### config.mk
export PLATFORM = sky130hd
export DESIGN_NAME = rspe_gen_flat
export DESIGN_NICKNAME = d
export VERILOG_FILES = /design/src/rspe_pkg.sv /design/src/rspe_csr_if.sv /design/src/rspe_gen.sv /design/src/flat_wrapper.sv
export SDC_FILE = /design/constraint.sdc
export NUM_CORES = 2
export LEC_CHECK = 0
export ABC_AREA = 1
export ABC_CLOCK_PERIOD_IN_PS = 13400
export BUFFER_PORTS_ARGS = -buffer_cell sky130_fd_sc_hd__buf_4
export CAP_MARGIN = 15
export CORE_ASPECT_RATIO = 0.6
export CORE_MARGIN = 1.5
export CORE_UTILIZATION = 35
export DETAILED_ROUTE_END_ITERATION = 16
export PLACE_DENSITY_LB_ADDON = 0.1
export SLEW_MARGIN = 20
export SYNTH_ARGS = -nofsm -noshare
export SYNTH_HDL_FRONTEND = slang
export SYNTH_SLANG_ARGS = --single-unit
### constraint.sdc
create_clock -name clock -period 13.4 [get_ports clock]
set_input_delay 1.34 -clock clock [delete_from_list [all_inputs] [get_ports clock]]
set_output_delay 1.34 -clock clock [all_outputs]
set_load 0.02 [all_outputs]
### src/rspe_pkg.sv
`timescale 1ns / 1ps

package rspe_pkg;

   // sizes
   localparam int MAX_ECC_LEN = 32;
   localparam int BYTE_W      = 8;
   localparam int CFG_W       = 6;
   localparam int LEN_W       = $clog2(MAX_ECC_LEN + 1);
   localparam int IDX_W       = $clog2(MAX_ECC_LEN);

   // field constants
   localparam logic [8:0]       GF_POLY       = 9'h11D;
   localparam logic [7:0]       GF_ROOT       = 8'h02;
   localparam logic [CFG_W-1:0] ECC_LEN_RESET = CFG_W'(10);

   // one byte per remainder / generator position, index 0 is the leading byte
   typedef logic [MAX_ECC_LEN-1:0][BYTE_W-1:0] byte_vec_type;

   // generator build sequencer
   typedef enum logic [1:0] {
      GEN_START,
      GEN_RUN,
      GEN_IDLE
   } gen_state_type;

   // generator status seen by the datapath
   typedef struct packed {
      logic             busy;
      logic             clear;
      logic [LEN_W-1:0] len;
   } gen_stat_type;

   // parity load request from the remainder stage to the output buffer
   typedef struct packed {
      logic             load;
      logic [LEN_W-1:0] len;
   } load_req_type;

   // GF(256) multiply, MSB first with reduction by 0x11D
   function automatic logic [7:0] gf_mul(input logic [7:0] a, input logic [7:0] b);
      logic [7:0] z;
      z = 8'h00;
      for (int i = 7; i >= 0; i--) begin
         z = {z[6:0], 1'b0} ^ (z[7] ? GF_POLY[7:0] : 8'h00);
         if (b[i]) begin
            z = z ^ a;
         end
      end
      return z;
   endfunction

   // register value to parity length, clamped to 1..MAX_ECC_LEN
   function automatic logic [LEN_W-1:0] eff_len(input logic [CFG_W-1:0] v);
      if (v == '0) begin
         return LEN_W'(1);
      end
      if (int'(v) > MAX_ECC_LEN) begin
         return LEN_W'(MAX_ECC_LEN);
      end
      return LEN_W'(v);
   endfunction

endpackage

### src/rspe_csr_if.sv
`timescale 1ns / 1ps

interface rspe_csr_if import rspe_pkg::*; ();
   logic             valid;
   logic             ready;
   logic [CFG_W-1:0] ecc_len;

   modport source (output valid, output ecc_len, input ready);
   modport sink   (input valid, input ecc_len, output ready);
endinterface

### src/rspe_gen.sv
`timescale 1ns / 1ps

// Generator polynomial builder: one root multiplied in per cycle.
module rspe_gen import rspe_pkg::*; (
   input  logic          clock,
   input  logic          reset,
   rspe_csr_if.sink      csr_port,
   output gen_stat_type  stat,
   output byte_vec_type  gen_coeffs
);

   gen_state_type     state_ff, state_in;
   logic [LEN_W-1:0]  len_ff, len_in;
   logic [7:0]        root_ff, root_in;
   logic [IDX_W-1:0]  iter_ff, iter_in;
   byte_vec_type      gen_ff, gen_in;
   byte_vec_type      gen_up;
   logic [IDX_W-1:0]  len_m1;
   logic              csr_take;

   assign len_m1   = IDX_W'(len_ff - LEN_W'(1));
   assign csr_take = csr_port.valid && csr_port.ready;
   assign gen_up   = {8'h00, gen_ff[MAX_ECC_LEN-1:1]};

   // next state
   always_comb begin
      state_in = state_ff;
      unique case (state_ff)
         GEN_START: state_in = GEN_RUN;
         GEN_RUN: begin
            if (iter_ff == len_m1) begin
               state_in = GEN_IDLE;
            end
         end
         GEN_IDLE: begin
            if (csr_port.valid) begin
               state_in = GEN_START;
            end
         end
         default: state_in = GEN_IDLE;
      endcase
   end

   // outputs
   always_comb begin
      csr_port.ready = (state_ff == GEN_IDLE);
      stat.busy      = (state_ff != GEN_IDLE);
      stat.clear     = (state_ff == GEN_START);
      stat.len       = len_ff;
   end

   // coefficient update: g[j] = g[j]*root ^ g[j+1]
   always_comb begin
      len_in  = csr_take ? eff_len(csr_port.ecc_len) : len_ff;
      root_in = root_ff;
      iter_in = iter_ff;
      gen_in  = gen_ff;
      if (state_ff == GEN_START) begin
         root_in = 8'h01;
         iter_in = '0;
         for (int j = 0; j < MAX_ECC_LEN; j++) begin
            gen_in[j] = (IDX_W'(j) == len_m1) ? 8'h01 : 8'h00;
         end
      end else if (state_ff == GEN_RUN) begin
         root_in = gf_mul(root_ff, GF_ROOT);
         iter_in = iter_ff + IDX_W'(1);
         for (int j = 0; j < MAX_ECC_LEN; j++) begin
            gen_in[j] = gf_mul(gen_ff[j], root_ff) ^ gen_up[j];
         end
      end
   end

   always_ff @(posedge clock) begin
      if (reset) begin
         state_ff <= GEN_START;
         len_ff   <= eff_len(ECC_LEN_RESET);
      end else begin
         state_ff <= state_in;
         len_ff   <= len_in;
      end
      root_ff <= root_in;
      iter_ff <= iter_in;
      gen_ff  <= gen_in;
   end

   assign gen_coeffs = gen_ff;

endmodule

### src/flat_wrapper.sv
// flat-port wrapper written by rule: the top's interface ports become plain ports
module rspe_gen_flat import rspe_pkg::*;
  (clock, reset, stat, gen_coeffs, csr_port_valid, csr_port_ecc_len, csr_port_ready);
  rspe_csr_if csr_port_i ();
  input  logic clock;
  input  logic reset;
  output gen_stat_type stat;
  output byte_vec_type gen_coeffs;
  input wire logic [$bits(csr_port_i.valid)-1:0] csr_port_valid;
  input wire logic [$bits(csr_port_i.ecc_len)-1:0] csr_port_ecc_len;
  output wire logic [$bits(csr_port_i.ready)-1:0] csr_port_ready;
  assign csr_port_i.valid = csr_port_valid;
  assign csr_port_i.ecc_len = csr_port_ecc_len;
  assign csr_port_ready = csr_port_i.ready;
  rspe_gen u_core (.clock(clock), .reset(reset), .csr_port(csr_port_i), .stat(stat), .gen_coeffs(gen_coeffs));
endmodule
==> run summary <==
status - finished clean
max-cap check violation count - 0
Antenna Nets Post-Route - 0
Critical Path Start Type - flop
most used cell, CP - nand2_1
top cell type's share of synthesized area - 27.3%
Max IR drop VDD - 0.0000903 V
top post-synthesis cells by count - 3702 x nand2_1, 895 x xnor2_1, 839 x xor2_1, 734 x inv_1, 509 x nand3_1
1st-iter DRT viols - 3599
worst hold endpoint - u_core.len_ff[5]
area of the multi-input gates - 37700 um^2
critical path buffer and inverter count - 5
Core Rows - 108
Synth Area in XOR/XNOR - 31.6%
Reg2Reg Capture Point - u_core.gen_coeffs[43]
crit end category - flop
starting density of the core - 35.3%
Lkg Pwr - 24.0 nW
Post-synth EDFFs - 256
GP Congestion - 0.843
chip height - 299 um
Synth Area in Compound Gates - 4.88%
total power - 7.76 mW
Remaining DRCs - 0
Synth area leader - nand2_1
first-pass GRT wire length - 286000 um
drt wl/cell - 18.0 um
slowest cell delay on critical path - 770 ps
post-synth cell types - 46
CP cell instances - buf_4, buf_4, buf_4, nand2_1, xnor2_1, xnor2_1, inv_1, nand2_1, nand2_1, or2_2, nand3_1, nand2_1, inv_1, nand2_1, nand2_1, nor2_1
clock slew at reported path FFs - 60 ps
Setup-failing EPs final - 0
Final Core Density - 37.9%
logic gate share of total power - 49.3%
vias in the first global route - 46634
Switch Pwr - 4.14 mW
most frequent cell after synthesis - nand2_1
CTS tree - done
PwrDens - 142 nW/um^2
skew final - 26.0 ps
nets - 8360
vias post-DR - 50112
Crit Path Category - flop to flop
Async SR Flop Fraction - 0%
DP Wirelength - 119000 um
Slew Limit Fails - 0
# IOs - 274
syn nets - 8540
relative slew slack - 25.1%
CP max FO - 57
syn avg cell area - 5.98 um^2
CTS-repair resized insts - 0
hold path startpoint - u_core.len_ff[5]
storage element area - 8140 um^2
initial antenna violation count - 9
count of final hold-check violations - 0
port bufs - 273
Crit-path slowest cell - dfxtp_4
combinational family with the most area after synthesis - simple AND/OR/NAND/NOR gates
Hold Slack - 470 ps
achievable frequency - 206 MHz
most area-consuming cells after synthesis - nand2_1 27%, xnor2_1 15%, edfxtp_1 15%
FILL cells - 15474
DIE AREA - 148000 um^2
Setup Fix Bufs, Post-CTS - 0
R2R depth - 16
Vias/cell - 4.86
largest net degree at the start of global routing - 156
Synth Flop Type - edfxtp_1
hold_buf cts - 0
worst reg2reg setup slack - 8550 ps
P_int - 3.62 mW
P&R area growth vs syn - 7.52%
critical path data required time - 13790 ps
Worst-Margin Slew - 1120 ps
RSZ-0062 raised after global routing - no
core area - 145000 um^2
WHS Path Cells - 2
Reg2Reg Launch Point - u_core.root_ff[4]
Simple-Gate Fraction of Synth Area - 37.3%
Worst-Skew Late Latency - 640 ps
Reg power frac - 34.6%
Critical Path AT - 5250 ps
register area share after synthesis - 15.9%
Adder-Cell Fraction of Synth Area - 0.123%
CP top delay family - buffers and inverters
worst hold path type - flop to flop
switch share - 53.4%
setup TNS - 0 ps
mux contribution to synthesized area - 0%
FF+latch count, synth - 277
root buffer cell - clkbuf_16
Final Critical Period - 4850 ps
Num Clock Sinks - 277
die width - 496 um
H-tree lvl count - 2
Synth Instances - 8526
total grt overflow - 0
warnings from Yosys - 0
clock power share - 16.2%
GRT Resource Usage Total - 24.6%
Final Routed Wirelength - 186000 um
CTS Buf Count - 43
CTS Buffer Depth - 3
layout cells sized above 1 - 5.60%
drt pass-1 iters - 5
mapped cell area - 51000 um^2
final period utilization - 36.2%
==> power groups by stage <==
stage | sequential [mW] | combinational, mW | clock (mW)
after floorplan | 1.90 | 3.12 | 0
after global placement | 2.70 | 3.78 | 0
after detailed placement | 2.69 | 3.83 | 0
after CTS | 2.68 | 3.84 | 1.29
after global routing | 2.77 | 4.32 | 1.31
final | 2.68 | 3.82 | 1.25
==> flip-flops by register name, summed over array words and instances (netlist names) <==
name               cells
u_core.state_ff        2
u_core.iter_ff         5
u_core.root_ff         8
u_core.len_ff          6
u_core.gen_coeffs    256
==> metrics by stage <==
step	instances	area, um^2	setup WS, ps
finish	10307	54800	8550
global route	10305	54800	8180
CTS	10305	54800	8530
detailed placement	10226	53400	8560
global placement	10226	53400	8610
floorplan	8526	51000	4830
==> placed cells by master, fill, tap and decap left out, drive strengths merged, types with 11 or more instances in the layout <==
| cell | n |
|---|---|
| a21oi | 231 |
| buf | 307 |
| clkbuf | 60 |
| clkinv | 13 |
| dfxtp | 21 |
| edfxtp | 256 |
| inv | 738 |
| nand2 | 3718 |
| nand2b | 13 |
| nand3 | 509 |
| nand3b | 111 |
| nand4 | 23 |
| nor2 | 276 |
| o21a | 11 |
| o21ai | 210 |
| o22ai | 12 |
| or2 | 51 |
| xnor2 | 936 |
| xor2 | 841 |
==> layer usage <==
| metal | up-vias | routed length [um] | GRT usage (%) |
|---|---|---|---|
| met5 | - | 0 | 0 |
| met4 | 0 | 2820 | 4.29 |
| met3 | 138 | 10300 | 2.61 |
| met2 | 1208 | 79400 | 38.4 |
| met1 | 23161 | 93300 | 36.5 |
| li1 | 25605 | - | - |
==> worst max-delay path by stage <==
stage	end	cells past startpoint	startpoint	slack (ps)
2_1_floorplan	u_core.iter_ff[0]	3	u_core.state_ff[1]	4830
3_3_place_gp	u_core.gen_coeffs[43]	16	u_core.root_ff[4]	8610
3_5_place_dp	u_core.gen_coeffs[43]	16	u_core.root_ff[4]	8560
4_1_cts	u_core.gen_coeffs[43]	16	u_core.root_ff[4]	8530
5_1_grt	u_core.gen_coeffs[43]	16	u_core.root_ff[4]	8180
6_report	u_core.gen_coeffs[43]	16	u_core.root_ff[4]	8550
==> area by class of cell <==
| class | instances | share of cell area, % |
|---|---|---|
| clock inverters | 19 | 0.377 |
| inverters | 736 | 5.07 |
| well taps | 1925 | 4.39 |
| repair buffers | 307 | 4.37 |
| multi-input cells | 6981 | 68.7 |
| diodes | 2 | 0.00913 |
| clock buffers | 60 | 2.20 |
| flip-flops and latches | 277 | 14.8 |
==> worst min-delay path: stages (launching register included) <==
cell and delay (ps):
dfxtp_1 310, inv_1 50, a211oi_1 60
==> cell families after synthesis <==
family | count (synthesis)
buffers and inverters | 1268
DFF | 277
AOI/OAI and AO/OA | 479
adders and majority gates | 5
and+or+nand+nor | 4712
xor gates and xnor gates | 1785
Note: power is estimated with default switching activity, not from simulation.
