`config.mk`:
```
export PLATFORM = sky130hd
export DESIGN_NAME = rspe_lfsr_flat
export DESIGN_NICKNAME = d
export VERILOG_FILES = /design/src/rspe_pkg.sv /design/src/rspe_req_if.sv /design/src/rspe_lfsr.sv /design/src/flat_wrapper.sv
export SDC_FILE = /design/constraint.sdc
export NUM_CORES = 2
export LEC_CHECK = 0
export BUFFER_PORTS_ARGS = -buffer_cell sky130_fd_sc_hd__buf_2
export CAP_MARGIN = 20
export CORE_MARGIN = 2
export CORE_UTILIZATION = 25
export DETAILED_ROUTE_END_ITERATION = 12
export GPL_TIMING_DRIVEN = 0
export SYNTH_ARGS = -nofsm -noshare
export SYNTH_HDL_FRONTEND = slang
export SYNTH_SLANG_ARGS = --single-unit
```
`constraint.sdc`:
```
create_clock -name clock -period 2.9 [get_ports clock]
set_input_delay 0.145 -clock clock [delete_from_list [all_inputs] [get_ports clock]]
set_output_delay 0.145 -clock clock [all_outputs]
set_load 0.01 [all_outputs]
```
`src/rspe_pkg.sv`:
```
`timescale 1ns / 1ps

package rspe_pkg;

   // sizes
   localparam int MAX_ECC_LEN = 32;
   localparam int BYTE_W      = 8;
   localparam int CFG_W       = 6;
   localparam int LEN_W       = $clog2(MAX_ECC_LEN + 1);
   localparam int IDX_W       = $clog2(MAX_ECC_LEN);

   // field constants
   localparam logic [8:0]       GF_POLY       = 9'h11D;
   localparam logic [7:0]       GF_ROOT       = 8'h02;
   localparam logic [CFG_W-1:0] ECC_LEN_RESET = CFG_W'(10);

   // one byte per remainder / generator position, index 0 is the leading byte
   typedef logic [MAX_ECC_LEN-1:0][BYTE_W-1:0] byte_vec_type;

   // generator build sequencer
   typedef enum logic [1:0] {
      GEN_START,
      GEN_RUN,
      GEN_IDLE
   } gen_state_type;

   // generator status seen by the datapath
   typedef struct packed {
      logic             busy;
      logic             clear;
      logic [LEN_W-1:0] len;
   } gen_stat_type;

   // parity load request from the remainder stage to the output buffer
   typedef struct packed {
      logic             load;
      logic [LEN_W-1:0] len;
   } load_req_type;

   // GF(256) multiply, MSB first with reduction by 0x11D
   function automatic logic [7:0] gf_mul(input logic [7:0] a, input logic [7:0] b);
      logic [7:0] z;
      z = 8'h00;
      for (int i = 7; i >= 0; i--) begin
         z = {z[6:0], 1'b0} ^ (z[7] ? GF_POLY[7:0] : 8'h00);
         if (b[i]) begin
            z = z ^ a;
         end
      end
      return z;
   endfunction

   // register value to parity length, clamped to 1..MAX_ECC_LEN
   function automatic logic [LEN_W-1:0] eff_len(input logic [CFG_W-1:0] v);
      if (v == '0) begin
         return LEN_W'(1);
      end
      if (int'(v) > MAX_ECC_LEN) begin
         return LEN_W'(MAX_ECC_LEN);
      end
      return LEN_W'(v);
   endfunction

endpackage

```
`src/rspe_req_if.sv`:
```
`timescale 1ns / 1ps

interface rspe_req_if import rspe_pkg::*; ();
   logic              valid;
   logic              ready;
   logic [BYTE_W-1:0] data_byte;
   logic              block_end;

   modport source (output valid, output data_byte, output block_end, input ready);
   modport sink   (input valid, input data_byte, input block_end, output ready);
endinterface

```
`src/rspe_lfsr.sv`:
```
`timescale 1ns / 1ps

// Input word register and parallel remainder update.
module rspe_lfsr import rspe_pkg::*; (
   input  logic          clock,
   input  logic          reset,
   rspe_req_if.sink      req_port,
   input  gen_stat_type  stat,
   input  byte_vec_type  gen_coeffs,
   input  logic          out_free,
   output load_req_type  load_req,
   output byte_vec_type  parity_vec
);

   logic              in_vld_ff, in_vld_in;
   logic [BYTE_W-1:0] in_byte_ff;
   logic              in_end_ff;
   byte_vec_type      rem_ff, rem_in;
   byte_vec_type      rem_up, rem_next;
   logic [7:0]        fb;
   logic              advance;
   logic              req_take;

   // a held last word waits until the output buffer can take the parity
   assign advance  = in_vld_ff && (!in_end_ff || out_free);
   assign req_port.ready = !stat.busy && (!in_vld_ff || advance);
   assign req_take = req_port.valid && req_port.ready;

   // one LFSR step over all taps
   assign fb     = in_byte_ff ^ rem_ff[0];
   assign rem_up = {8'h00, rem_ff[MAX_ECC_LEN-1:1]};
   always_comb begin
      for (int i = 0; i < MAX_ECC_LEN; i++) begin
         rem_next[i] = rem_up[i] ^ gf_mul(gen_coeffs[i], fb);
      end
   end

   always_comb begin
      rem_in = rem_ff;
      if (stat.clear) begin
         rem_in = '0;
      end else if (advance) begin
         rem_in = in_end_ff ? '0 : rem_next;
      end
   end

   assign in_vld_in     = req_take || (in_vld_ff && !advance);
   assign load_req.load = advance && in_end_ff;
   assign load_req.len  = stat.len;
   assign parity_vec    = rem_next;

   always_ff @(posedge clock) begin
      if (reset) begin
         in_vld_ff <= 1'b0;
         rem_ff    <= '0;
      end else begin
         in_vld_ff <= in_vld_in;
         rem_ff    <= rem_in;
      end
      if (req_take) begin
         in_byte_ff <= req_port.data_byte;
         in_end_ff  <= req_port.block_end;
      end
   end

endmodule

```
`src/flat_wrapper.sv`:
```
// flat-port wrapper written by rule: the top's interface ports become plain ports
module rspe_lfsr_flat import rspe_pkg::*;
  (clock, reset, stat, gen_coeffs, out_free, load_req, parity_vec, req_port_valid, req_port_data_byte, req_port_block_end, req_port_ready);
  rspe_req_if req_port_i ();
  input  logic clock;
  input  logic reset;
  input  gen_stat_type stat;
  input  byte_vec_type gen_coeffs;
  input  logic out_free;
  output load_req_type load_req;
  output byte_vec_type parity_vec;
  input wire logic [$bits(req_port_i.valid)-1:0] req_port_valid;
  input wire logic [$bits(req_port_i.data_byte)-1:0] req_port_data_byte;
  input wire logic [$bits(req_port_i.block_end)-1:0] req_port_block_end;
  output wire logic [$bits(req_port_i.ready)-1:0] req_port_ready;
  assign req_port_i.valid = req_port_valid;
  assign req_port_i.data_byte = req_port_data_byte;
  assign req_port_i.block_end = req_port_block_end;
  assign req_port_ready = req_port_i.ready;
  rspe_lfsr u_core (.clock(clock), .reset(reset), .req_port(req_port_i), .stat(stat), .gen_coeffs(gen_coeffs), .out_free(out_free), .load_req(load_req), .parity_vec(parity_vec));
endmodule
```
==> flow_metrics.env <==
export IMPL_result_of_the_run="complete, but fails checks"
export IMPL_failed_checks="design-rule violations, negative setup slack"
export IMPL_cts_htree_levels=2
export IMPL_postSynth_topFlopCell="sky130_fd_sc_hd__dfxtp_1"
export IMPL_area_growth_synth_to_final_pct=53.2
export IMPL_cts_buffers=39
export IMPL_post_drt_via_cell_ratio=5.74
export IMPL_utilization=0.385
export IMPL_post_route_drc_count=2
export IMPL_setup_viol=512
export IMPL_core_rowCount=154
export IMPL_final_period_utilization=1.36
export IMPL_cts_tree="yes"
export IMPL_crit_path_cell_trace="xor2_2, buf_6, buf_12, buf_16, buf_16, buf_16, nand2_8, o21ai_4, a22oi_2, xnor3_2, xnor2_4, buf_6"
export IMPL_hold_viol_final=0
export IMPL_grt_overall_usage=0.399
export IMPL_gr_total_overflow=0
export IMPL_total_chip_power_w=0.0509
export IMPL_grt_start_max_net_pins=12
export IMPL_post_route_cells_drive_above_1_share=0.307
export IMPL_design_die_area_mm2=0.181
export IMPL_stdcell_count=9426
export IMPL_critPathLaunchType="flop"
export IMPL_placedCellCount=8671
export IMPL_io_pins=541
export IMPL_io_buffers=339
export IMPL_critPathSlowestCell="sky130_fd_sc_hd__xnor3_2"
export IMPL_pwr_cell_area_mw_per_mm2=751
export IMPL_clock_skew_ns=0.0460
export IMPL_gp_congestion=1.10
export IMPL_vias=54099
export IMPL_synthesis_instances=5954
export IMPL_finalMaxSlewViolations=0
export IMPL_synth_top_cell_area_share=0.315
export IMPL_min_period_ns=3.93
export IMPL_dp_hpwl_mm=256
export IMPL_initial_core_util=0.251
export IMPL_slew_headroom=0.0764
export IMPL_tightestPinTransition_ns=1.39
export IMPL_detail_route_wl_per_cell_um=41.5
export IMPL_fin_setup_tns_ns=-281.55
export IMPL_vias_in_the_first_global_route=47177
export IMPL_data_arrival_time_of_the_worst_path_ns=3.79
export IMPL_critPathCaptureType="output pin"
export IMPL_number_of_maximum_capacitance_constraint_violations=0
export IMPL_ir_worst_vdd_v=0.000586
export IMPL_drtIter0Drc=8934
export IMPL_clockBufferDepth=3
export IMPL_postSynthAreaPerCell_um2=7.44
export IMPL_yosys_cell_count_top_type="sky130_fd_sc_hd__nand2_1"
export IMPL_share_of_synthesized_area_occupied_by_flip_flops_and_latches=0.122
export IMPL_synth_enable_flop_cells=9
export IMPL_critical_path_fanout_max=7
export IMPL_fp_dieW_um=425
export IMPL_cts_sink_count=266
export IMPL_yosysWarnings=0
export IMPL_static_leakage_power_nw=28.6
export IMPL_cpPeakStageDelay_ns=0.48
export IMPL_wire_length_of_the_first_global_routing_pass_mm=474
export IMPL_synthDistinctLibCells=44
export IMPL_post_route_worst_setup_slack_ns=-1.03
export IMPL_rsz0062_at_grt="yes"
export IMPL_design_core_area_mm2=0.176
export IMPL_clkTransAtPathRegs_ns=0.06
export IMPL_synth_top_cells_by_area="sky130_fd_sc_hd__xnor2_1, sky130_fd_sc_hd__nand2_1, sky130_fd_sc_hd__dfxtp_1"
export IMPL_fmax_mhz=254
export IMPL_path_common_cell="sky130_fd_sc_hd__buf_16"
export IMPL_post_synth_instance_area_mm2=0.0443
export IMPL_fp_dieH_um=425
export IMPL_dr_pass1_iters=12
export IMPL_final_antenna_net_count=0
export IMPL_hold_path_class="in -> reg"
export IMPL_clockRootBuffer="sky130_fd_sc_hd__clkbuf_16"
export IMPL_asyncSetResetFlopFracSynth=0
export IMPL_netlist_top_cell_by_area="sky130_fd_sc_hd__xnor2_1"
export IMPL_clkLatencyLatePin_ns=0.68
export IMPL_syn_num_nets=6231
export IMPL_synth_seq_cells=266
export IMPL_whs_ns=0.0448
export IMPL_post_synth_most_frequent_cells="sky130_fd_sc_hd__nand2_1, sky130_fd_sc_hd__xnor2_1, sky130_fd_sc_hd__xor2_1, sky130_fd_sc_hd__nor2_1, sky130_fd_sc_hd__clkbuf_1"
export IMPL_number_of_antenna_violations_at_the_first_check_in_global_routing=122
export IMPL_drt_wl_total_mm=391
export IMPL_timing_critical_path_required_ns=2.76
export IMPL_critPathKind="reg -> out"
export IMPL_finish_net_count=7222
==> per-layer routing <==
layer / vias to the layer above / global-route usage / part of all wire
met4: 44 / 0.357 / 0.12
met1: 26289 / 0.454 / 0.34
met5: - / 0 / 0.00093
met3: 1788 / 0.159 / 0.14
li1: 20927 / - / -
met2: 5051 / 0.574 / 0.40
==> path summary, 6_finish.rpt <==
path,start,to,slack (ns),cells after the start
max,u_core.in_byte_ff[7],parity_vec[255],-1.03,12
min reg2reg,u_core.rem_ff[192],u_core.rem_ff[192],0.49,1
min,req_port_valid,u_core.in_byte_ff[4],0.04,3
max reg2reg,u_core.in_byte_ff[4],u_core.rem_ff[39],-0.60,15
==> registers in the layout (all words and copies together) (netlist names) <==
signal	flops
u_core.rem_ff	256
u_core.in_byte_ff	8
u_core.in_end_ff	1
u_core.in_vld_ff	1
==> per-stage QoR <==
| stage | instance area (um2) | setup slack (ns) |
|---|---|---|
| after detailed placement | 49600 | -3.58 |
| final | 67800 | -1.03 |
| after floorplan | 44300 | 0.220 |
| after CTS | 60000 | -0.930 |
| after global routing | 67700 | -1.01 |
| after global placement | 48900 | -4.72 |
==> worst max-delay path: cells and delay by family, from the launching register on <==
kind                      cells  cell delay [ns]
DFF                           1             0.46
AOI/OAI and AO/OA             2             0.39
and+or+nand+nor               1             0.08
xor gates and xnor gates      3             1.02
buffers and inverters         6             1.12
==> layout make-up <==
cell class | count | area (um2)
Sequential cell | 266 | 5420
Tap cell | 2340 | 2930
Inverter | 46 | 173
Multi-Input combinational cell | 5083 | 41800
Clock buffer | 52 | 1060
Timing Repair Buffer | 951 | 9260
Antenna cell | 112 | 280
Clock inverter | 18 | 176
Fill cell | 17800 | 108000
Buffer | 558 | 6710
==> cell usage in the layout (no fill, tap or decap), types with 158 or more instances in the layout <==
cell type,n
sky130_fd_sc_hd__nand2_1,1600
sky130_fd_sc_hd__clkbuf_1,242
sky130_fd_sc_hd__a22o_1,167
sky130_fd_sc_hd__xor2_1,345
sky130_fd_sc_hd__a21oi_1,158
sky130_fd_sc_hd__buf_4,408
sky130_fd_sc_hd__nor2_1,263
sky130_fd_sc_hd__buf_12,189
sky130_fd_sc_hd__buf_2,332
sky130_fd_sc_hd__dfxtp_1,250
sky130_fd_sc_hd__xnor2_2,430
sky130_fd_sc_hd__xnor2_1,1182
==> where the power goes <==
group | internal (W) | total, W | switching [W]
Sequential | 0.00380 | 0.00392 | 0.000124
Clock | 0.00278 | 0.00519 | 0.00241
Combinational | 0.0188 | 0.0418 | 0.0230
==> logic make-up (layout without fill, tap and decap cells) <==
group                     after synthesis  in the layout  share of synthesized area
AOI/OAI and AO/OA                     650            650                      0.101
xor gates and xnor gates             2270           2270                      0.508
buffers and inverters                 605           1625                     0.0639
DFF                                   266            266                      0.122
muxes                                  93             93                     0.0210
other                                   0            112                          0
and+or+nand+nor                      2070           2070                      0.183
==> timing repair <==
action	CTS	global route
setup buffers	244	281
setup endpoints to repair	512	512
hold buffers	11	0
resized for setup	1241	689
endpoints found under the hold margin	10	0
pin swaps	228	322
gates cloned	18	29
Note: power is estimated with default switching activity, not from simulation.
