[src/rspe_pkg.sv]
`timescale 1ns / 1ps

package rspe_pkg;

   // sizes
   localparam int MAX_ECC_LEN = 32;
   localparam int BYTE_W      = 8;
   localparam int CFG_W       = 6;
   localparam int LEN_W       = $clog2(MAX_ECC_LEN + 1);
   localparam int IDX_W       = $clog2(MAX_ECC_LEN);

   // field constants
   localparam logic [8:0]       GF_POLY       = 9'h11D;
   localparam logic [7:0]       GF_ROOT       = 8'h02;
   localparam logic [CFG_W-1:0] ECC_LEN_RESET = CFG_W'(10);

   // one byte per remainder / generator position, index 0 is the leading byte
   typedef logic [MAX_ECC_LEN-1:0][BYTE_W-1:0] byte_vec_type;

   // generator build sequencer
   typedef enum logic [1:0] {
      GEN_START,
      GEN_RUN,
      GEN_IDLE
   } gen_state_type;

   // generator status seen by the datapath
   typedef struct packed {
      logic             busy;
      logic             clear;
      logic [LEN_W-1:0] len;
   } gen_stat_type;

   // parity load request from the remainder stage to the output buffer
   typedef struct packed {
      logic             load;
      logic [LEN_W-1:0] len;
   } load_req_type;

   // GF(256) multiply, MSB first with reduction by 0x11D
   function automatic logic [7:0] gf_mul(input logic [7:0] a, input logic [7:0] b);
      logic [7:0] z;
      z = 8'h00;
      for (int i = 7; i >= 0; i--) begin
         z = {z[6:0], 1'b0} ^ (z[7] ? GF_POLY[7:0] : 8'h00);
         if (b[i]) begin
            z = z ^ a;
         end
      end
      return z;
   endfunction

   // register value to parity length, clamped to 1..MAX_ECC_LEN
   function automatic logic [LEN_W-1:0] eff_len(input logic [CFG_W-1:0] v);
      if (v == '0) begin
         return LEN_W'(1);
      end
      if (int'(v) > MAX_ECC_LEN) begin
         return LEN_W'(MAX_ECC_LEN);
      end
      return LEN_W'(v);
   endfunction

endpackage

[src/rspe_rsp_if.sv]
`timescale 1ns / 1ps

interface rspe_rsp_if import rspe_pkg::*; ();
   logic              valid;
   logic              ready;
   logic [BYTE_W-1:0] parity_byte;
   logic              parity_last;

   modport source (output valid, output parity_byte, output parity_last, input ready);
   modport sink   (input valid, input parity_byte, input parity_last, output ready);
endinterface

[src/rspe_out.sv]
`timescale 1ns / 1ps

// Parity output buffer: loaded whole, shifted out one word per cycle on ready.
module rspe_out import rspe_pkg::*; (
   input  logic          clock,
   input  logic          reset,
   input  load_req_type  load_req,
   input  byte_vec_type  parity_vec,
   output logic          out_free,
   rspe_rsp_if.source    rsp_port
);

   byte_vec_type     par_ff, par_in;
   logic [LEN_W-1:0] cnt_ff, cnt_in;
   logic             rsp_take;

   assign rsp_take = rsp_port.valid && rsp_port.ready;
   assign out_free = (cnt_ff == '0) || ((cnt_ff == LEN_W'(1)) && rsp_port.ready);

   assign rsp_port.valid       = (cnt_ff != '0);
   assign rsp_port.parity_byte = par_ff[0];
   assign rsp_port.parity_last = (cnt_ff == LEN_W'(1));

   // load wins; it only happens when the last word is leaving or none is left
   always_comb begin
      par_in = par_ff;
      cnt_in = cnt_ff;
      if (load_req.load) begin
         par_in = parity_vec;
         cnt_in = load_req.len;
      end else if (rsp_take) begin
         par_in = {8'h00, par_ff[MAX_ECC_LEN-1:1]};
         cnt_in = cnt_ff - LEN_W'(1);
      end
   end

   always_ff @(posedge clock) begin
      if (reset) begin
         cnt_ff <= '0;
      end else begin
         cnt_ff <= cnt_in;
      end
      par_ff <= par_in;
   end

endmodule

[src/flat_wrapper.sv]
// flat-port wrapper written by rule: the top's interface ports become plain ports
module rspe_out_flat import rspe_pkg::*;
  (clock, reset, load_req, parity_vec, out_free, rsp_port_valid, rsp_port_parity_byte, rsp_port_parity_last, rsp_port_ready);
  rspe_rsp_if rsp_port_i ();
  input  logic clock;
  input  logic reset;
  input  load_req_type load_req;
  input  byte_vec_type parity_vec;
  output logic out_free;
  output wire logic [$bits(rsp_port_i.valid)-1:0] rsp_port_valid;
  output wire logic [$bits(rsp_port_i.parity_byte)-1:0] rsp_port_parity_byte;
  output wire logic [$bits(rsp_port_i.parity_last)-1:0] rsp_port_parity_last;
  input wire logic [$bits(rsp_port_i.ready)-1:0] rsp_port_ready;
  assign rsp_port_valid = rsp_port_i.valid;
  assign rsp_port_parity_byte = rsp_port_i.parity_byte;
  assign rsp_port_parity_last = rsp_port_i.parity_last;
  assign rsp_port_i.ready = rsp_port_ready;
  rspe_out u_core (.clock(clock), .reset(reset), .load_req(load_req), .parity_vec(parity_vec), .out_free(out_free), .rsp_port(rsp_port_i));
endmodule
[config.mk]
export PLATFORM = sky130hd
export DESIGN_NAME = rspe_out_flat
export DESIGN_NICKNAME = d
export VERILOG_FILES = /design/src/rspe_pkg.sv /design/src/rspe_rsp_if.sv /design/src/rspe_out.sv /design/src/flat_wrapper.sv
export SDC_FILE = /design/constraint.sdc
export NUM_CORES = 1
export LEC_CHECK = 0
export BUFFER_PORTS_ARGS = -buffer_cell sky130_fd_sc_hd__buf_4
export CAP_MARGIN = 20
export CORE_ASPECT_RATIO = 0.7
export CORE_MARGIN = 8
export CORE_UTILIZATION = 58
export CTS_CLUSTER_SIZE = 12
export DETAILED_ROUTE_END_ITERATION = 12
export PLACE_DENSITY = 0.92
export SYNTH_ARGS = -nofsm -noshare
export SYNTH_HDL_FRONTEND = slang
export SYNTH_SLANG_ARGS = --single-unit
[constraint.sdc]
create_clock -name clock -period 10.4 [get_ports clock]
set_input_delay 2.08 -clock clock [delete_from_list [all_inputs] [get_ports clock]]
set_output_delay 2.08 -clock clock [all_outputs]
set_load 0.05 [all_outputs]
==> summary.txt, run 1 <==
Power
  – Clock power frac: 33.3%
  – Net Switching: 526 µW
  – Max VDD drop: 0.114 mV
  – Power Dens Cells: 177 nW/µm²
  – Sequential Power Share: 54.6%
  – Switching Share: 21.1%
  – Comb pwr share: 12.1%
  – Cell internal pwr: 1970 µW
  – Leak: 0.00546 µW

Run
  – Max-cap violation count: 0

Worst setup path
  – CP Capture Type: output port
  – Worst-path fanout max: 10
  – Critical Path Source Type: input pin
  – Arr. time, crit path: 2630 ps
  – Worst endpoint required time: 8320 ps
  – Critical path class: input pin to output port

Timing
  – Final Hold Violating Endpoints: 0
  – RSZ-0062 raised after global routing: false
  – Slew Viols, Final: 0
  – Tmin final: 4710 ps
  – Rel. slew slack: 25.8%
  – Min Hold Slack: 543 ps
  – Measured slew at the worst slew-check pin: 1110 ps
  – Setup Skew: 6.54 ps
  – Final period utilization: 45.3%
  – Finish-stage setup viols: 0
  – Fmax: 0.212 GHz
  – Fin Setup TNS: 0 ps

Clock network
  – Clk Latency, worst-skew pair: 500 ps
  – Root buffer cell: clkbuf_16
  – CTS tree: built
  – Worst-path clk slew: 60 ps
  – CTS H-Tree Depth: 1
  – # Post-CTS Setup Buffers: 0
  – Hold Buf Count CTS: 0
  – Clk buf depth: 3
  – TritonCTS Buffers: 26
  – Post_cts resized: 0
  – TritonCTS Sinks: 262

Routing
  – WL final: 24.7 mm
  – DRC: 0
  – Vias/cell: 5.44
  – DRT antenna net count: 0
  – DR vias: 6,153
  – Initial DRC Count: 442
  – DR pass1 iterations: 5
  – Wirelength per Cell: 21.8 µm

Layout
  – Final cell count without fillers: 1,131
  – Most frequent cells in the layout: buf_4, edfxtp_1, mux2_2, clkbuf_16, clkbuf_1
  – Number of diodes: 0
  – Share of cells above drive strength 1: 62.8%
  – Synthesis-to-finish area growth: 26.3%
  – Commonest non-fill, non-tap cell in the layout: buf_4
  – NumNets Final: 1,141

Logic synthesis
  – Number of synthesized flops with an enable pin: 256
  – Area share of the largest cell type after synthesis: 68.8%
  – Synth Register Bits: 262
  – Synth warn: 0
  – Post-synth ARST share: 0%
  – Netlist Area Pre-Place: 11,200 µm²
  – Distinct cell type count after synthesis: 31
  – Syn_area_per_cell: 18.4 µm²
  – Most used DFF post-synth: edfxtp_1
  – Syn Inst Count: 606
  – Top cells by area, synth: edfxtp_1, mux2_2, buf_2
  – Syn_nets: 874
  – Area leader, netlist: edfxtp_1
  – Seq/Total Area, Yosys: 69.9%

Global routing
  – First-pass GRT wire length: 37.1 mm
  – Initial antenna violation count: 0
  – Largest net degree at the start of global routing: 212
  – Vias in the first global route: 6,754
  – Total track usage: 19.7%
  – Grt ovf: 0

Worst hold path
  – Class of the worst hold path: flop to flop

Die
  – Initial Utilization: 59.1%
  – CORE AREA: 18,900 µm²
  – Die width: 182 µm
  – I/O pin total: 277
  – Die Y: 132 µm
  – Row count: 42
  – Die area: 24,000 µm²

Place
  – Port Buffer Count: 276
  – DP HPWL: 17.3 mm
  – Placed Instances: 1,087
  – Gpl congestion: 0.798

Outcome
  – Status: finished, final reports clean
==> stage by stage <==
stage	setup slack (ps)	total power, µW	util, %	cell area, µm²
after detailed placement	5700	1690	70.7	13400
after global routing	5620	2590	74.6	14100
after global placement	5710	1670	70.7	13400
after floorplan	4220	1560	-	11200
final	5690	2500	74.6	14100
after CTS	5700	2520	74.6	14100
==> power groups by stage <==
stage	logic, µW	registers [µW]	clock network, µW
after floorplan	187	1370	0
after global placement	291	1380	0
after detailed placement	301	1390	0
after CTS	304	1370	852
after global routing	323	1380	891
final	301	1360	832
==> cells by family after synthesis <==
logic type	count (synthesis)	synth area share [%]
AND/OR/NAND/NOR	32	1.61
adder cells (fa/ha/maj)	2	0.224
buffers and inverters	47	2.21
multiplexers	248	25.0
flip-flops	262	69.9
AO/OA/AOI/OAI	15	1.10
==> metal layers <==
metal  GRT usage [%]  routed length (µm)
met5               0                   0
met4            5.90                 676
met3            5.70                1840
met2            33.6               12300
met1            23.9                9870
==> flip-flops by register name (all words and copies together) (netlist names) <==
signal,cells
u_core.cnt_ff,6
u_core.par_ff,248
u_core.rsp_port.parity_byte,8
==> Yosys cell counts, types with 2 or more instances <==
library cell  instances
nand2_1               4
or3_1                 3
buf_2                29
and2_1                9
buf_4                 9
edfxtp_1            256
inv_1                 7
o211ai_1              2
nor2_1                6
nor3_1                4
a311oi_1              2
ha_1                  2
mux2_2              248
dfxtp_1               6
a221oi_1              2
a21oi_1               2
==> critical path, stage by stage <==
cell	delay [ps]
buf_4	150
a21oi_1	160
nor2_1	60
buf_4	180
==> cell type report <==
class	count	area, µm²
clock buffers	41	728
clock inverters	3	11.3
fillers	1091	4800
inverters	7	26.3
multi-input cells	297	3120
flip-flops and latches	262	7810
well taps	242	303
repair buffers	279	2110
==> path summary, 6_finish.rpt <==
path / slack [ps] / startpoint / cells after the start / end
setup / recovery: 5690 / rsp_port_ready / 4 / out_free
hold / removal: 540 / u_core.par_ff[74]$_DFFE_PP_ / 1 / u_core.par_ff[66]$_DFFE_PP_
setup reg to reg: 7300 / u_core.cnt_ff[0]$_SDFFE_PP0P_ / 5 / u_core.par_ff[39]$_DFFE_PP_
hold reg to reg: 540 / u_core.par_ff[74]$_DFFE_PP_ / 1 / u_core.par_ff[66]$_DFFE_PP_
Note: power is estimated with default switching activity, not from simulation.
==> run 2: changes to the inputs <==
--- a/config.mk
+++ b/config.mk
@@ -9,10 +9,10 @@
 export CAP_MARGIN = 20
 export CORE_ASPECT_RATIO = 0.7
 export CORE_MARGIN = 8
-export CORE_UTILIZATION = 58
+export CORE_UTILIZATION = 53
 export CTS_CLUSTER_SIZE = 12
 export DETAILED_ROUTE_END_ITERATION = 12
-export PLACE_DENSITY = 0.92
+export PLACE_DENSITY = 0.85
 export SYNTH_ARGS = -nofsm -noshare
 export SYNTH_HDL_FRONTEND = slang
 export SYNTH_SLANG_ARGS = --single-unit
==> constraint.sdc (replaced) <==
create_clock -name clock -period 4.7 [get_ports clock]
set_input_delay 0.94 -clock clock [delete_from_list [all_inputs] [get_ports clock]]
set_output_delay 0.94 -clock clock [all_outputs]
set_load 0.05 [all_outputs]
==> summary.txt, run 2 (synthesis gave the netlist of run 1 again) <==
Power
  – Comb pwr share: 11.8%
  – Switching Share: 20.7%
  – Max VDD drop: 0.280 mV
  – Cell internal pwr: 4420 µW
  – Clock power frac: 34.2%
  – Sequential Power Share: 54.0%
  – Net Switching: 1150 µW
  – Leak: 0.00550 µW
  – Power Dens Cells: 392 nW/µm²

Routing
  – DRT antenna net count: 0
  – Initial DRC Count: 382
  – Wirelength per Cell: 19.9 µm
  – DR pass1 iterations: 6
  – DR vias: 6,079
  – Vias/cell: 5.22
  – WL final: 23.1 mm
  – DRC: 0

Die
  – Die width: 190 µm
  – Die area: 26,100 µm²
  – Row count: 44
  – Die Y: 137 µm
  – CORE AREA: 20,700 µm²
  – Initial Utilization: 54.0%
  – I/O pin total: 277

Clock network
  – Root buffer cell: clkbuf_16
  – Worst-path clk slew: 60 ps
  – # Post-CTS Setup Buffers: 0
  – TritonCTS Buffers: 26
  – TritonCTS Sinks: 262
  – Clk Latency, worst-skew pair: 510 ps
  – Clk buf depth: 3
  – CTS H-Tree Depth: 1
  – Hold Buf Count CTS: 0
  – CTS tree: built
  – Post_cts resized: 0

Layout
  – NumNets Final: 1,144
  – Filler cells: 1,385
  – Share of cells above drive strength 1: 63.3%
  – Most frequent cells in the layout: buf_4, edfxtp_1, mux2_2, clkbuf_16
  – Register area: 7810 µm²
  – Number of flip-flops in the largest register: 248
  – Biggest register: u_core.par_ff
  – Number of diodes: 0
  – Commonest non-fill, non-tap cell in the layout: buf_4
  – Area occupied by multi-input gates: 3120 µm²
  – Synthesis-to-finish area growth: 27.3%
  – Final Cell Area: 14,200 µm²

Worst hold path
  – HP Start: u_core.cnt_ff[4]$_SDFFE_PP0P_
  – Class of the worst hold path: flop to flop

Timing
  – Final Hold Violating Endpoints: 0
  – Finish-stage setup viols: 0
  – Tmin final: 2770 ps
  – Measured slew at the worst slew-check pin: 863 ps
  – Rel. slew slack: 42.5%
  – Fmax: 0.361 GHz
  – RSZ-0062 raised after global routing: false
  – Setup Skew: 12.1 ps
  – Final period utilization: 58.9%
  – Slew Viols, Final: 0
  – Fin Setup TNS: 0 ps

Place
  – Port Buffer Count: 276
  – DP HPWL: 16.0 mm
  – Gpl congestion: 0.791
  – Dpl cell area: 13,500 µm²

Worst setup path
  – Reg2reg path depth: 5
  – Critical Path Source Type: flop
  – Crit path to: out_free
  – Flop-to-flop setup slack: 2220 ps
  – CP Capture Type: output port
  – Arr. time, crit path: 1830 ps
  – Worst-path fanout max: 8
  – Reg2reg start: u_core.cnt_ff[0]$_SDFFE_PP0P_
  – Reg2reg end: u_core.par_ff[174]$_DFFE_PP_
  – Crit path from: u_core.cnt_ff[2]$_SDFFE_PP0P_
  – Worst endpoint required time: 3760 ps
  – Critical path class: flop to output port

Global routing
  – Largest net degree at the start of global routing: 152
  – First-pass GRT wire length: 34.9 mm
  – Grt ovf: 0
  – Initial antenna violation count: 1
  – Total track usage: 17.0%
  – Vias in the first global route: 6,401

Run
  – Max-cap violation count: 0

Outcome
  – Status: finished, final reports clean
==> run 2: power groups by stage <==
stage	Sequential [µW]	Combinational (µW)	Clock [µW]
5_1_grt	3040	709	2040
2_1_floorplan	3030	414	0
6_report	3010	658	1910
4_1_cts	3020	665	1950
3_3_place_gp	3050	642	0
3_5_place_dp	3060	659	0
==> run 2: cell type report <==
cell class                 instances  share of cell area [%]
clock buffer                      37                    5.08
clock inverter                     4                   0.290
inverter                           7                   0.185
multi-input combinational        297                    21.9
sequential                       262                    54.9
tap                              276                    2.43
timing repair buffer             282                    15.2
==> run 2: how the worst min path moves through the flow <==
| stage | to | slack [ps] | depth (start not counted) |
|---|---|---|---|
| floorplan | u_core.cnt_ff[4]$_SDFFE_PP0P_ | 500 | 2 |
| global placement | u_core.cnt_ff[4]$_SDFFE_PP0P_ | 510 | 2 |
| detailed placement | u_core.cnt_ff[4]$_SDFFE_PP0P_ | 520 | 2 |
| CTS | u_core.cnt_ff[4]$_SDFFE_PP0P_ | 530 | 2 |
| global route | u_core.par_ff[150]$_DFFE_PP_ | 540 | 1 |
| finish | u_core.cnt_ff[4]$_SDFFE_PP0P_ | 530 | 2 |
==> run 2: per-stage QoR <==
step / hold slack, ps / cells / power, µW / util (%) / setup slack (ps)
after floorplan: 498 / 606 / 3450 / - / 956
after global placement: 514 / 1124 / 3700 / 65.0 / 1600
after detailed placement: 523 / 1124 / 3720 / 65.0 / 1590
after CTS: 531 / 1165 / 5630 / 68.7 / 1930
after global routing: 541 / 1165 / 5790 / 68.7 / 1820
final: 532 / 1165 / 5570 / 68.7 / 1930
==> run 2: worst max-delay path: stages, from the launching register on <==
cell     delay [ps]
dfxtp_1         380
or4_4           570
nor2_1          150
buf_4           220
==> run 2: routing by layer <==
| metal | routed length [µm] | part of all wire, % | track usage, % |
|---|---|---|---|
| met5 | 13 | 0.056 | 0 |
| met4 | 406 | 1.8 | 3.94 |
| met3 | 2320 | 10 | 7.76 |
| met2 | 10900 | 47 | 27.2 |
| met1 | 9500 | 41 | 21.0 |
==> run 3: changes to the inputs <==
--- a/config.mk
+++ b/config.mk
@@ -9,10 +9,10 @@
 export CAP_MARGIN = 20
 export CORE_ASPECT_RATIO = 0.7
 export CORE_MARGIN = 8
-export CORE_UTILIZATION = 53
+export CORE_UTILIZATION = 48
 export CTS_CLUSTER_SIZE = 12
 export DETAILED_ROUTE_END_ITERATION = 12
-export PLACE_DENSITY = 0.85
+export PLACE_DENSITY = 0.82
 export SYNTH_ARGS = -nofsm -noshare
 export SYNTH_HDL_FRONTEND = slang
 export SYNTH_SLANG_ARGS = --single-unit
==> constraint.sdc (replaced) <==
create_clock -name clock -period 2.3 [get_ports clock]
set_input_delay 0.46 -clock clock [delete_from_list [all_inputs] [get_ports clock]]
set_output_delay 0.46 -clock clock [all_outputs]
set_load 0.05 [all_outputs]
==> summary.txt, run 3 (synthesis gave the netlist of run 1 again) <==
Outcome
  – Status: finished, final reports clean

Power
  – Comb pwr share: 12.4%
  – Power Dens Cells: 794 nW/µm²
  – Clock power frac: 33.5%
  – Sequential Power Share: 54.1%
  – Cell internal pwr: 8980 µW
  – Max VDD drop: 0.555 mV
  – Switching Share: 21.2%
  – Net Switching: 2420 µW
  – Leak: 0.00554 µW

Routing
  – DRT antenna net count: 0
  – DRC: 0
  – Wirelength per Cell: 20.9 µm
  – DR pass1 iterations: 5
  – Vias/cell: 5.11
  – DR vias: 6,161
  – WL final: 25.2 mm
  – Initial DRC Count: 339

Worst setup path
  – Critical path class: flop to output port
  – Critical Path Source Type: flop
  – Arr. time, crit path: 1770 ps
  – Worst-path fanout max: 5
  – Worst endpoint required time: 1840 ps
  – CP Capture Type: output port

Timing
  – Measured slew at the worst slew-check pin: 473 ps
  – Setup Skew: 11.7 ps
  – Final Hold Violating Endpoints: 0
  – Rel. slew slack: 68.5%
  – Tmin final: 2230 ps
  – Fmax: 0.448 GHz
  – Min Hold Slack: 189 ps
  – RSZ-0062 raised after global routing: true
  – Final period utilization: 97.1%
  – Final WS setup: 66.1 ps
  – Slew Viols, Final: 0
  – Finish-stage setup viols: 0

Clock network
  – Clk Latency, worst-skew pair: 510 ps
  – Clk buf depth: 3
  – TritonCTS Sinks: 262
  – CTS tree: built
  – Worst-path clk slew: 60 ps
  – Hold Buf Count CTS: 0
  – TritonCTS Buffers: 26
  – # Post-CTS Setup Buffers: 0
  – Root buffer cell: clkbuf_16
  – CTS H-Tree Depth: 1

Place
  – Gpl congestion: 0.817
  – DP HPWL: 17.9 mm
  – Pre-CTS setup slack: 380 ps
  – Port Buffer Count: 276

Layout
  – Area occupied by multi-input gates: 3140 µm²
  – Number of diodes: 0
  – Filler cells: 1,663
  – Commonest non-fill, non-tap cell in the layout: buf_4
  – Share of cells above drive strength 1: 64.2%
  – Register area: 7810 µm²
  – Number of flip-flops in the largest register: 248
  – NumNets Final: 1,149
  – Synthesis-to-finish area growth: 28.6%
  – Most frequent cells in the layout: buf_4, edfxtp_1, mux2_2, clkbuf_16, clkbuf_1
  – Biggest register: u_core.par_ff

Global routing
  – Grt ovf: 0
  – Top Usage Layer GRT: met2
  – Global routing usage on met1: 21.1%
  – M3 GR Usage: 5.84%
  – First-pass GRT wire length: 37.3 mm
  – Largest net degree at the start of global routing: 88
  – M2 GR Usage: 28.5%
  – Initial antenna violation count: 2
  – Vias in the first global route: 6,699
  – Total track usage: 17.0%

Run
  – Max-cap violation count: 0

Die
  – Die Y: 144 µm
  – Die area: 28,500 µm²
  – Die width: 198 µm
  – I/O pin total: 277
  – CORE AREA: 22,700 µm²
  – Row count: 46
  – Initial Utilization: 49.2%

Worst hold path
  – Class of the worst hold path: input pin to flop
run 3: per-layer routing:
layer,up-vias,wire length (µm)
li1,2904,-
met1,2982,10300
met2,233,12200
met3,38,2260
met4,4,468
met5,-,27
run 3: area by class of cell:
cell class,count,share of cell area (%)
Sequential cell,262,54.3
Multi-Input combinational cell,297,21.9
Timing Repair Buffer,287,15.7
Clock buffer,39,5.15
Tap cell,312,2.72
Inverter,7,0.183
Clock inverter,2,0.0522
run 3: path summary, 6_finish.rpt:
kind,slack [ps],end,start,cells past startpoint
setup / recovery,70,out_free,u_core.cnt_ff[4]$_SDFFE_PP0P_,3
hold / removal,190,u_core.cnt_ff[2]$_SDFFE_PP0P_,reset,2
setup reg to reg,410,u_core.rsp_port.parity_byte[6]$_DFFE_PP_,u_core.cnt_ff[0]$_SDFFE_PP0P_,5
hold reg to reg,540,u_core.par_ff[55]$_DFFE_PP_,u_core.par_ff[63]$_DFFE_PP_,1
run 3: critical path, cell delays in order, from the launching register on:
cell     delay (ps)
dfxtp_1         350
or4_4           600
nor2_4          140
buf_6           170
run 3: timing repair:
action,CTS,global route
setup endpoints to repair,1,2
cloned,0,0
gates resized for setup,3,2
pin swaps,0,1
run 3: power by group through the flow:
stage	clock network, µW	registers, µW	logic, µW
after floorplan	0	6200	852
after global placement	0	6250	1380
after detailed placement	0	6270	1400
after CTS	3930	6180	1420
after global routing	4100	6230	1510
final	3820	6170	1410
run 3: metrics by stage:
step | std cells | area (µm²) | total power (µW) | setup TNS, ps | utilization, %
after floorplan | 606 | 11200 | 7050 | -206260 | -
after global placement | 1165 | 13600 | 7620 | 0 | 59.8
after detailed placement | 1165 | 13600 | 7670 | 0 | 59.8
after CTS | 1206 | 14400 | 11500 | 0 | 63.2
after global routing | 1206 | 14400 | 11800 | -10.5 | 63.2
final | 1206 | 14400 | 11400 | 0 | 63.2
